<file path="src/hw/rtl/vpr_div.sv">
// Pipelined restoring divider, one quotient bit per register stage.
// Depends on nothing; a side vector travels alongside each request.
module vpr_div #(
   parameter int NUM_W  = 16,
   parameter int DEN_W  = 8,
   parameter int QUO_W  = 8,
   parameter int SIDE_W = 1
) (
   input  logic              clock,
   input  logic              reset,
   input  logic              en,
   input  logic              in_valid,
   input  logic [NUM_W-1:0]  in_num,
   input  logic [DEN_W-1:0]  in_den,
   input  logic [SIDE_W-1:0] in_side,
   output logic              out_valid,
   output logic [QUO_W-1:0]  out_quo,
   output logic [SIDE_W-1:0] out_side
);
   localparam int CMP_W = (NUM_W > DEN_W + QUO_W) ? NUM_W : DEN_W + QUO_W;

   logic [QUO_W-1:0]  val_ff;
   logic [NUM_W-1:0]  rem_ff  [QUO_W];
   logic [DEN_W-1:0]  den_ff  [QUO_W];
   logic [QUO_W-1:0]  quo_ff  [QUO_W];
   logic [SIDE_W-1:0] side_ff [QUO_W];

   for (genvar j = 0; j < QUO_W; j++) begin : g_stage
      logic              prv_valid;
      logic [NUM_W-1:0]  prv_rem;
      logic [DEN_W-1:0]  prv_den;
      logic [QUO_W-1:0]  prv_quo;
      logic [SIDE_W-1:0] prv_side;
      logic [CMP_W-1:0]  rem_ext;
      logic [CMP_W-1:0]  den_sh;
      logic              take;
      logic [NUM_W-1:0]  rem_in;
      logic [QUO_W-1:0]  quo_in;

      if (j == 0) begin : g_first
         assign prv_valid = in_valid;
         assign prv_rem   = in_num;
         assign prv_den   = in_den;
         assign prv_quo   = '0;
         assign prv_side  = in_side;
      end else begin : g_next
         assign prv_valid = val_ff[j-1];
         assign prv_rem   = rem_ff[j-1];
         assign prv_den   = den_ff[j-1];
         assign prv_quo   = quo_ff[j-1];
         assign prv_side  = side_ff[j-1];
      end

      // try subtracting the divisor at this bit weight
      assign rem_ext = CMP_W'(prv_rem);
      assign den_sh  = CMP_W'(prv_den) << (QUO_W - 1 - j);
      assign take    = rem_ext >= den_sh;
      assign rem_in  = take ? NUM_W'(rem_ext - den_sh) : prv_rem;
      assign quo_in  = prv_quo | (take ? (QUO_W'(1) << (QUO_W - 1 - j)) : '0);

      // advance valid with the stage
      always_ff @(posedge clock) begin
         if (reset) begin
            val_ff[j] <= 1'b0;
         end else if (en) begin
            val_ff[j] <= prv_valid;
         end
      end

      // advance payload
      always_ff @(posedge clock) begin
         if (en) begin
            rem_ff[j]  <= rem_in;
            den_ff[j]  <= prv_den;
            quo_ff[j]  <= quo_in;
            side_ff[j] <= prv_side;
         end
      end
   end

   assign out_valid = val_ff[QUO_W-1];
   assign out_quo   = quo_ff[QUO_W-1];
   assign out_side  = side_ff[QUO_W-1];

endmodule

</file>
<file path="config.mk">
export PLATFORM = sky130hd
export DESIGN_NAME = vpr_div
export DESIGN_NICKNAME = d
export VERILOG_FILES = /design/src/hw/rtl/vpr_div.sv
export SDC_FILE = /design/constraint.sdc
export NUM_CORES = 1
export LEC_CHECK = 0
export BUFFER_PORTS_ARGS = -buffer_cell sky130_fd_sc_hd__buf_2
export CAP_MARGIN = 20
export CORE_ASPECT_RATIO = 0.6
export CORE_UTILIZATION = 65
export CTS_BUF_LIST = sky130_fd_sc_hd__clkbuf_8
export CTS_CLUSTER_DIAMETER = 100
export DETAILED_ROUTE_END_ITERATION = 7
export PLACE_DENSITY = 0.83
export SYNTH_ARGS = -nofsm -noshare
export SYNTH_HDL_FRONTEND = slang
export SYNTH_SLANG_ARGS = --single-unit
export TNS_END_PERCENT = 100
</file>
<file path="constraint.sdc">
create_clock -name clock -period 6 [get_ports clock]
set_input_delay 1.2 -clock clock [delete_from_list [all_inputs] [get_ports clock]]
set_output_delay 1.2 -clock clock [all_outputs]
set_load 0.005 [all_outputs]
</file>
# Word level (Yosys, flattened, before mapping)
# Memory sizes are Yosys's and may differ from the RTL's.
# Index checks and enable logic that the tools add are counted.
# word_totals
register_bits	8
input_bits	29
memories	4
ram_bits	264
elab_cells	53
# memory_table
name	depth	word_bits	rd	rd_ports_with_merged_regs	wr	line	rtl
rem_ff	8	16	7	0	8	23	logic [NUM_W-1:0] rem_ff [QUO_W];
den_ff	8	8	7	0	8	24	logic [DEN_W-1:0] den_ff [QUO_W];
quo_ff	8	8	8	0	8	25	logic [QUO_W-1:0] quo_ff [QUO_W];
side_ff	8	1	8	0	8	26	logic [SIDE_W-1:0] side_ff [QUO_W];
# op_classes
mux	18
magnitude_cmp	8
bitwise	7
addsub	8
# op_table
cell	count
$mux W16	8
$ge A16 B10 Y1	1
$ge A16 B11 Y1	1
$ge A16 B12 Y1	1
$ge A16 B13 Y1	1
$ge A16 B14 Y1	1
$ge A16 B15 Y1	1
$ge A16 B8 Y1	1
$ge A16 B9 Y1	1
$sub A16 B10 Y16	1
$sub A16 B11 Y16	1
$sub A16 B12 Y16	1
$sub A16 B13 Y16	1
$sub A16 B14 Y16	1
$sub A16 B15 Y16	1
$sub A16 B8 Y16	1
$sub A16 B9 Y16	1
$mux W8	1
$or A8 B1 Y8	1
$or A8 B2 Y8	1
$or A8 B3 Y8	1
$or A8 B4 Y8	1
$or A8 B5 Y8	1
$or A8 B6 Y8	1
other kinds (8)	10

# Depth between registers and ports, before layout
# Gate-level depths: netlist of run 1.
# An unclocked memory read counts as a cell.
# logic_depth
ltp_word	4
depth_mapped	11
ltp_nobuf	10

# Worst setup path after synthesis of run 1
# No wires, ideal clock.
# synth_timing
path_type	in2reg
startpoint	input port in_num[7]
endpoint	memory rem_ff[0][10], data pin
path_buffers	1
path_slack_ns	2.709
arrival_time_ns	3.032
cell_stages	9
required_ns	5.740
cell_sequence	inv_1 -> ha_1 -> or4b_2 -> o21ai_0 -> a21oi_1 -> o21ai_0 -> or3_1 -> buf_4 -> mux2_2
# synth_rtl
element	line	rtl
start: declaration	13	input logic [NUM_W-1:0] in_num,
end: declaration	23	

==> key figures, run 1 <==
Yosys
  – Synthesized Nets: 953
  – Post-Synthesis Cells: 853
  – Synthesized area per cell: 12.60 sq um
  – Yosys reg bits: 220
  – Async SR Flop Fraction: 0
  – Seq/Total Area, Yosys: 0.6070
  – YS warnings: 0
  – EDFF count, synth: 212
  – Area of the mapped netlist: 10750 sq um
  – Yosys cell types: 63
  – Most used DFF post-synth: edfxtp_1

Routing
  – DRC: 0
  – Post-DRT Antenna Nets: 0
  – Routed wire length: 21840 microns
  – DRT Pass-1 Iters: 7
  – Routed wire per std cell: 19.09 microns
  – Via/cell ratio: 6.104
  – Via count: 6983
  – Initial DRC count: 672

Floorplanning
  – # rows: 35
  – Initial Util: 0.6820
  – Die Y: 101.6 microns
  – I/O pin cnt: 39
  – Die Wd: 168.0 microns
  – Die Area: 17080 sq um
  – Core area: 15770 sq um

Global routing
  – Total grt overflow: 0
  – Antenna violations before repair: 0
  – Largest net degree at the start of global routing: 120
  – First-pass GRT wire length: 34830 microns
  – Tot GR Track Use: 0.2668
  – Vias in the first global route: 6760

STA
  – Fin crit share: 0.5688
  – Slew Viols, Final: 0
  – RSZ-0062 raised after global routing: false
  – Rel. slew slack: 0.3130
  – Hold_ws: 0.4172 ns
  – Setup_tns: 0 ns
  – Hold Fails Final Rpt: 0
  – Min Tclk post-route: 3.413 ns
  – Max Clk Rate: 293.0 MHz
  – Worst slew pin tran: 1.031 ns
  – Final Setup Violations: 0
  – Layout Skew: 0.01834 ns

Clocking
  – H-Tree Depth: 1
  – CTS tree: done
  – Worst-path clk slew: 0.07 ns
  – Num Clock Sinks: 220
  – Bufs on Longest Clock Path: 3
  – Cts hold-fix bufs: 0
  – CTS buffer count: 31
  – Post-CTS Setup Repair Bufs: 0
  – Clk Latency, worst-skew pair: 0.55 ns
  – Post-CTS Resized: 0
  – Root Driver: clkbuf_8

Setup path
  – WP data required: 6.30 ns
  – Worst Setup End Kind: register
  – WS Path Type: primary input to register
  – Crit-path max FO: 9
  – Worst Path Arrival: 3.71 ns
  – Startpoint types: primary input

Final layout
  – Ant diodes: 0
  – Area grow syn2layout: 9.449%
  – Fraction of layout cells with a size suffix above 1: 0.1233
  – Most frequent cells in the layout: edfxtp_1 (212), inv_1 (93), nor2_1 (65)
  – Final non-filler cell total: 1144
  – FF/Latch Area: 6526 sq um
  – Multi-input gate area: 3844 sq um
  – Layout Nets: 1017
  – Filler cells: 987
  – Commonest non-fill, non-tap cell in the layout: edfxtp_1

Power
  – PwrDens: 390.9 nW/um^2
  – Leak: 0.004657 uW
  – Maximum VDD drop: 0.0002326 V

Place
  – Placed cells: 1087
  – Dpl hpwl: 15970 microns
  – Port Buffers: 38
  – RePlAce Congestion: 0.9903

Job
  – # Max-Cap Violations: 0

Outcome
  – Status: completed

Min path
  – Worst Hold Class: register to register
==> worst paths after layout <==
path / endpoint / start / cells past startpoint / slack [ns]
worst max-delay path: rem_ff[0][11] / in_num[7] / 9 / 2.59
worst min-delay path: quo_ff[1][12] / quo_ff[1][4] / 0 / 0.42
worst min register to register: quo_ff[1][12] / quo_ff[1][4] / 0 / 0.42
worst max register to register: rem_ff[2][15] / den_ff[1][1] / 9 / 2.64
==> report_power, final <==
group          leakage (uW)  switching [uW]  internal (uW)
clock network      0.000339             551            572
logic               0.00221             708            543
registers           0.00211             185           2040
==> layer usage <==
| metal | track usage | up-vias | share of wire |
|---|---|---|---|
| li1 | - | 3270 | - |
| met1 | 0.4067 | 3335 | 0.47 |
| met2 | 0.3856 | 331 | 0.40 |
| met3 | 0.06526 | 47 | 0.11 |
| met4 | 0.06845 | 0 | 0.019 |
| met5 | 0 | - | 0 |
==> registers in the layout (all words and copies together) (netlist names) <==
| signal | cells |
|---|---|
| den_ff | 56 |
| side_ff | 8 |
| quo_ff | 36 |
| out_valid | 1 |
| g_stage.prv_valid | 7 |
| rem_ff | 112 |
==> synthesized netlist by cell type (all sizes together) (13+ instances only) <==
master	n	area, sq um
xor2	19	166.4
nand2b	16	107.6
o21ai	51	262.8
a21oi	45	225.2
mux2	17	191.4
nand2	50	187.7
xnor2	30	262.8
ha	64	800.8
inv	86	322.8
nor2b	13	81.33
edfxtp	212	6366
nor2	65	244.0
a21o	14	105.1
==> through the flow <==
stage / worst slack, ns / total power, uW / util / instance area [sq um]
global route: 2.492 / 4829 / 0.7464 / 11770
floorplan: 2.709 / 3091 / - / 10750
detailed placement: 2.075 / 3466 / 0.7089 / 11180
CTS: 2.644 / 4591 / 0.7464 / 11770
global placement: 2.241 / 3380 / 0.7089 / 11180
finish: 2.587 / 4600 / 0.7464 / 11770
==> kinds of logic after synthesis <==
logic type                 Yosys count  synth area share
AOI/OAI and AO/OA                  167           0.09729
xor gates and xnor gates            49           0.03992
adders and majority gates           71           0.08751
buffers and inverters               97           0.03608
DFF                                220            0.6070
muxes                               29           0.02898
and+or+nand+nor                    220            0.1032
==> critical path, stage by stage <==
cell	delay, ns
buf_2	0.07
inv_1	0.06
ha_1	0.32
or4b_2	0.58
o21ai_0	0.24
a21oi_1	0.14
o21ai_0	0.23
or3_1	0.47
mux2_2	0.40
==> cell type report <==
class | count | share of cell area
inverters | 86 | 0.02743
multi-input cells | 536 | 0.3266
clock inverters | 26 | 0.01404
flip-flops and latches | 220 | 0.5546
repair buffers | 42 | 0.01946
clock buffers | 31 | 0.03626
well taps | 203 | 0.02158
Note: power is estimated with default switching activity, not from simulation.
==> run 2: changes to the inputs <==
- CORE_UTILIZATION: 65 -> 64
- PLACE_DENSITY: 0.83 -> 0.82
- clock period: 6 -> 3.2 ns (I/O delays scaled with it)
==> key figures, run 2 (synthesis results as in run 1) <==
Setup path
  – Crit path cell chain: ha_1 > nor2b_1 > o21ai_0 > a31oi_1 > nor4bb_2 > buf_4 > mux2_2 (was buf_2 > inv_1 > ha_1 > or4b_2 > o21ai_0 > a21oi_1 > o21ai_0 > or3_1 > mux2_2)
  – Worst Setup End Kind: register (unchanged)
  – WP data required: 3.51 ns (was 6.30 ns)
  – Crit-path max FO: 11 (was 9)
  – Startpoint types: register (was primary input)
  – Worst r2r path cells: 7 (was 9)
  – Worst Path Arrival: 3.12 ns (was 3.71 ns)
  – Crit-path slowest cell: o21ai_0 (was or4b_2)
  – CP peak stage delay: 0.48 ns (was 0.58 ns)
  – WS Path Type: register to register (was primary input to register)

Floorplanning
  – Initial Util: 0.6594 (was 0.6820)
  – Die Wd: 169.3 microns (was 168.0 microns)
  – Die Y: 102.4 microns (was 101.6 microns)
  – Die Area: 17340 sq um (was 17080 sq um)
  – I/O pin cnt: 39 (unchanged)
  – Core area: 16310 sq um (was 15770 sq um)
  – # rows: 36 (was 35)

STA
  – Hold Fails Final Rpt: 0 (unchanged)
  – Min Tclk post-route: 2.813 ns
  – Hold_ws: 0.2603 ns (was 0.4172 ns)
  – Rel. slew slack: 0.4754 (was 0.3130)
  – Worst slew pin tran: 0.7817 ns (was 1.031 ns)
  – Layout Skew: 0.01799 ns (was 0.01834 ns)
  – Slew Viols, Final: 0 (unchanged)
  – Setup_tns: 0 ns (unchanged)
  – Final Setup Violations: 0 (unchanged)
  – Final WS setup: 0.3875 ns (was 2.587 ns)
  – Max Clk Rate: 355.6 MHz
  – Fin crit share: 0.8789
  – RSZ-0062 raised after global routing: false (unchanged)

Routing
  – DRC: 0 (unchanged)
  – Routed wire length: 19890 microns (was 21840 microns)
  – Via count: 6756 (was 6983)
  – DRT Pass-1 Iters: 5 (was 7)
  – Via/cell ratio: 5.745 (was 6.104)
  – Initial DRC count: 714 (was 672)
  – Post-DRT Antenna Nets: 0 (unchanged)
  – Routed wire per std cell: 16.92 microns (was 19.09 microns)

Power
  – Maximum VDD drop: 0.0003986 V (was 0.0002326 V)
  – PwrDens: 710.4 nW/um^2 (was 390.9 nW/um^2)
  – Overall Power: 8430 uW (was 4600 uW)
  – Leak: 0.004682 uW (was 0.004657 uW)

Place
  – Dpl hpwl: 14580 microns (was 15970 microns)
  – Port Buffers: 38 (unchanged)
  – RePlAce Congestion: 0.8917 (was 0.9903)
  – Post-place setup slack: 0.05021 ns (was 2.075 ns)

Global routing
  – Vias in the first global route: 6353 (was 6760)
  – First-pass GRT wire length: 32290 microns (was 34830 microns)
  – Tot GR Track Use: 0.2437 (was 0.2668)
  – Largest net degree at the start of global routing: 84 (was 120)
  – Antenna violations before repair: 0 (unchanged)
  – Total grt overflow: 0 (unchanged)

Outcome
  – Status: completed (unchanged)

Clocking
  – Cts hold-fix bufs: 0 (unchanged)
  – Root Driver: clkbuf_8 (unchanged)
  – Num Clock Sinks: 220 (unchanged)
  – H-Tree Depth: 1 (unchanged)
  – Bufs on Longest Clock Path: 3 (unchanged)
  – CTS tree: done (unchanged)
  – Clk Latency, worst-skew pair: 0.55 ns (about the same)
  – Post-CTS Resized: 0 (unchanged)
  – Post-CTS Setup Repair Bufs: 0 (unchanged)
  – CTS buffer count: 31 (unchanged)
  – Worst-path clk slew: 0.07 ns (about the same)

Final layout
  – Layout Nets: 1026 (was 1017)
  – Ant diodes: 0 (unchanged)
  – Filler cells: 1137 (was 987)
  – Largest register FFs: 112 (unchanged)
  – Top reg by flops: rem_ff (unchanged)
  – Biggest regs: rem_ff x112, den_ff x56, quo_ff x36 (unchanged)
  – Most frequent cells in the layout: edfxtp_1 (212), inv_1 (91), nor2_1 (65) (was edfxtp_1 (212), inv_1 (93), nor2_1 (65))
  – Fraction of layout cells with a size suffix above 1: 0.1266 (was 0.1233)
  – Area grow syn2layout: 10.37% (was 9.449%)
  – Commonest non-fill, non-tap cell in the layout: edfxtp_1 (unchanged)

Min path
  – Worst Hold Class: primary input to register (was register to register)
  – Hold Path Depth: 1 (was 0)

Job
  – # Max-Cap Violations: 0 (unchanged)
run 2: final timing paths:
check	start	to	slack [ns]
worst max-delay path	rem_ff[1][6]	rem_ff[2][6]	0.39
worst min-delay path	in_side	side_ff[0]	0.26
worst max register to register	rem_ff[1][6]	rem_ff[2][6]	0.39
worst min register to register	side_ff[3]	side_ff[4]	0.42
run 2: cell type report:
class,count,area (sq um),share of cell area
Sequential cell,220,6526,0.5500
Multi-Input combinational cell,536,3844,0.3239
Clock buffer,31,426.7,0.03596
Timing Repair Buffer,51,335.3,0.02826
Inverter,86,322.8,0.02720
Tap cell,228,285.3,0.02404
Clock inverter,24,126.4,0.01065
run 2: routing by layer:
layer	share of wire	vias up	global-route usage	routed length, microns
met4	0.013	0	0.05336	265
met2	0.40	273	0.3447	7895
met3	0.088	23	0.05771	1756
met5	0	-	0	0
met1	0.50	3182	0.3821	9976
li1	-	3278	-	-
run 2: through the flow:
stage | cell area, sq um | utilization | std cells
global route | 11870 | 0.7277 | 1176
finish | 11870 | 0.7277 | 1176
CTS | 11870 | 0.7277 | 1176
detailed placement | 11310 | 0.6938 | 1121
floorplan | 10750 | - | 853
global placement | 11310 | 0.6938 | 1121
run 2: power by group:
part           internal, uW  switching (uW)
sequential             3820             331
combinational          1030            1270
clock                   981             996
total                  5840            2590
run 2: critical path, delay by kind of cell, from the launching register on:
kind	cells	cell delay [ns]
AO/OA/AOI/OAI	2	0.69
adder cells (fa/ha/maj)	1	0.34
buffers and inverters	1	0.25
flip-flops	1	0.44
multiplexers	1	0.35
AND/OR/NAND/NOR	2	0.50
==> run 3: changes to the inputs <==
- CORE_UTILIZATION: 64 -> 60
- PLACE_DENSITY: 0.82 -> 0.78
==> key figures, run 3 (synthesis results as in run 1) <==
Outcome
  – Status: completed (unchanged)

Global routing
  – First-pass GRT wire length: 32660 microns (was 32290 microns)
  – Vias in the first global route: 6371 (was 6353)
  – Antenna violations before repair: 0 (unchanged)
  – Largest net degree at the start of global routing: 66 (was 84)
  – Total grt overflow: 0 (unchanged)
  – Tot GR Track Use: 0.2274 (was 0.2437)

STA
  – Slew Viols, Final: 0 (unchanged)
  – Layout Skew: 0.02416 ns (was 0.01799 ns)
  – Hold Fails Final Rpt: 0 (unchanged)
  – Rel. slew slack: 0.4347 (was 0.4754)
  – Worst slew pin tran: 0.8422 ns (was 0.7817 ns)
  – Final Setup Violations: 0 (unchanged)
  – Fin crit share: 0.8825 (was 0.8789)
  – Hold_ws: 0.3137 ns (was 0.2603 ns)
  – Min Tclk post-route: 2.824 ns (was 2.813 ns)
  – Max Clk Rate: 354.1 MHz (was 355.6 MHz)
  – Setup_tns: 0 ns (unchanged)
  – RSZ-0062 raised after global routing: false (unchanged)
  – Final WS setup: 0.3760 ns (was 0.3875 ns)

Final layout
  – Final non-filler cell total: 1183 (was 1176)
  – Top reg by flops: rem_ff (unchanged)
  – Biggest regs: rem_ff x112, den_ff x56, quo_ff x36 (unchanged)
  – Most frequent cells in the layout: edfxtp_1 (212), inv_1 (94), nor2_1 (65) (was edfxtp_1 (212), inv_1 (91), nor2_1 (65))
  – Layout Nets: 1027 (was 1026)
  – Commonest non-fill, non-tap cell in the layout: edfxtp_1 (unchanged)
  – Ant diodes: 0 (unchanged)
  – Fraction of layout cells with a size suffix above 1: 0.1275 (was 0.1266)
  – Largest register FFs: 112 (unchanged)
  – Finished Core Util: 0.6878 (was 0.7277)
  – Area grow syn2layout: 10.76% (was 10.37%)
  – Filler cells: 1231 (was 1137)

Clocking
  – Root Driver: clkbuf_8 (unchanged)
  – CTS tree: done (unchanged)
  – Clk Latency, worst-skew pair: 0.51 ns (was 0.55 ns)
  – Num Clock Sinks: 220 (unchanged)
  – Post-CTS Resized: 0 (unchanged)
  – Worst-path clk slew: 0.06 ns (was 0.07 ns)
  – H-Tree Depth: 2 (was 1)
  – CTS buffer count: 34 (was 31)
  – Post-CTS Setup Repair Bufs: 0 (unchanged)
  – Cts hold-fix bufs: 0 (unchanged)
  – Bufs on Longest Clock Path: 3 (unchanged)

Power
  – Leak: 0.004707 uW (was 0.004682 uW)
  – PwrDens: 719.5 nW/um^2 (was 710.4 nW/um^2)
  – Cell internal pwr: 5949 uW (was 5837 uW)
  – Switching part of the total: 0.3056 (was 0.3076)
  – Maximum VDD drop: 0.0003297 V (was 0.0003986 V)
  – Power share of the combinational group: 0.267 (was 0.273)
  – Sw power: 2619 uW (was 2593 uW)
  – Reg power frac: 0.486 (was 0.493)
  – Clock network fraction of total power: 0.248 (was 0.234)

Setup path
  – Register-to-Register Setup Slack: 0.38 ns (was 0.39 ns)
  – R2r startpoint: rem_ff[1][6] (unchanged)
  – CP peak stage delay: 0.51 ns (was 0.48 ns)
  – Crit-path max FO: 11 (unchanged)
  – Largest delay share family, worst path: compound AO/OA/AOI/OAI gates (unchanged)
  – Crit path cell chain: ha_1 > nor2b_1 > o21ai_0 > a31oi_1 > nor4bb_2 > buf_4 > mux2_2 (unchanged)
  – Startpoint types: register (unchanged)
  – Worst Setup End Kind: register (unchanged)
  – RR Endpoint: rem_ff[2][6] (unchanged)
  – Worst Path Arrival: 3.08 ns (was 3.12 ns)
  – WS Path Type: register to register (unchanged)
  – Worst r2r path cells: 7 (unchanged)
  – WP data required: 3.46 ns (was 3.51 ns)
  – CP Buf/Inv Count: 1 (unchanged)
  – Crit-path slowest cell: o21ai_0 (unchanged)

Floorplanning
  – Die Wd: 174.8 microns (was 169.3 microns)
  – Core area: 17310 sq um (was 16310 sq um)
  – # rows: 37 (was 36)
  – Die Area: 18480 sq um (was 17340 sq um)
  – I/O pin cnt: 39 (unchanged)
  – Die Y: 105.7 microns (was 102.4 microns)
  – Initial Util: 0.6210 (was 0.6594)

Min path
  – Hold Path Depth: 1 (unchanged)
  – Min-Delay Endpoint: side_ff[0] (unchanged)
  – Min-delay src: in_side (unchanged)
  – Worst Hold Class: primary input to register (unchanged)

Routing
  – DRT Pass-1 Iters: 5 (unchanged)
  – Routed wire per std cell: 16.94 microns (was 16.92 microns)
  – Via/cell ratio: 5.628 (was 5.745)
  – Routed wire length: 20040 microns (was 19890 microns)
  – Via count: 6658 (was 6756)
  – Post-DRT Antenna Nets: 0 (unchanged)
  – DRC: 0 (unchanged)
  – Initial DRC count: 691 (was 714)

Place
  – Placed cells: 1125 (was 1121)
  – Dpl hpwl: 14450 microns (was 14580 microns)
  – Port Buffers: 38 (unchanged)
  – RePlAce Congestion: 0.9025 (was 0.8917)
  – Post-place setup slack: 0.08532 ns (was 0.05021 ns)

Job
  – # Max-Cap Violations: 0 (unchanged)
-- run 3: changes by cell type in the layout (fill, tap and decap cells not counted) --
cell      previous run  this run
clkbuf_8            31        35
clkinv_2             5         4
buf_4               10         8
clkinv_1            11         8
inv_1               91        94
-- run 3: power by group through the flow --
stage | Sequential (uW) | Combinational, uW | Clock [uW]
after floorplan | 4070 | 1720 | 0
after global placement | 4200 | 2170 | 0
after detailed placement | 4210 | 2240 | 0
after CTS | 4160 | 2260 | 2180
after global routing | 4200 | 2560 | 2300
final | 4160 | 2280 | 2120
-- run 3: layer usage --
metal,part of all wire,global-route usage,vias to the layer above
met4,0.013,0.05466,0
met1,0.51,0.3667,3094
met2,0.40,0.3107,239
li1,-,-,3296
met3,0.082,0.04726,29
met5,0,0,-
-- run 3: metrics by stage --
stage / total power (uW) / instance area, sq um
6_report: 8568 / 11910
4_1_cts: 8598 / 11910
5_1_grt: 9071 / 11910
3_3_place_gp: 6368 / 11310
2_1_floorplan: 5796 / 10750
3_5_place_dp: 6449 / 11310
-- run 3: final cells by class --
class | count | area (sq um) | share of cell area
sequential | 220 | 6526 | 0.5480
timing repair buffer | 49 | 320.3 | 0.02690
clock buffer | 35 | 481.7 | 0.04045
tap | 234 | 292.8 | 0.02459
multi-input combinational | 536 | 3844 | 0.3228
inverter | 86 | 322.8 | 0.02711
clock inverter | 23 | 121.4 | 0.01019
-- run 3: worst max-delay path by stage --
| stage | start | end | slack, ns | depth (start not counted) |
|---|---|---|---|---|
| after global routing | rem_ff[1][6] | rem_ff[2][6] | 0.22 | 7 |
| after floorplan | in_num[7] | rem_ff[0][10] | 0.47 | 9 |
| after global placement | in_num[7] | rem_ff[0][9] | 0.16 | 10 |
| after CTS | rem_ff[1][6] | rem_ff[2][6] | 0.37 | 7 |
| final | rem_ff[1][6] | rem_ff[2][6] | 0.38 | 7 |
| after detailed placement | in_num[7] | rem_ff[0][11] | 0.09 | 10 |
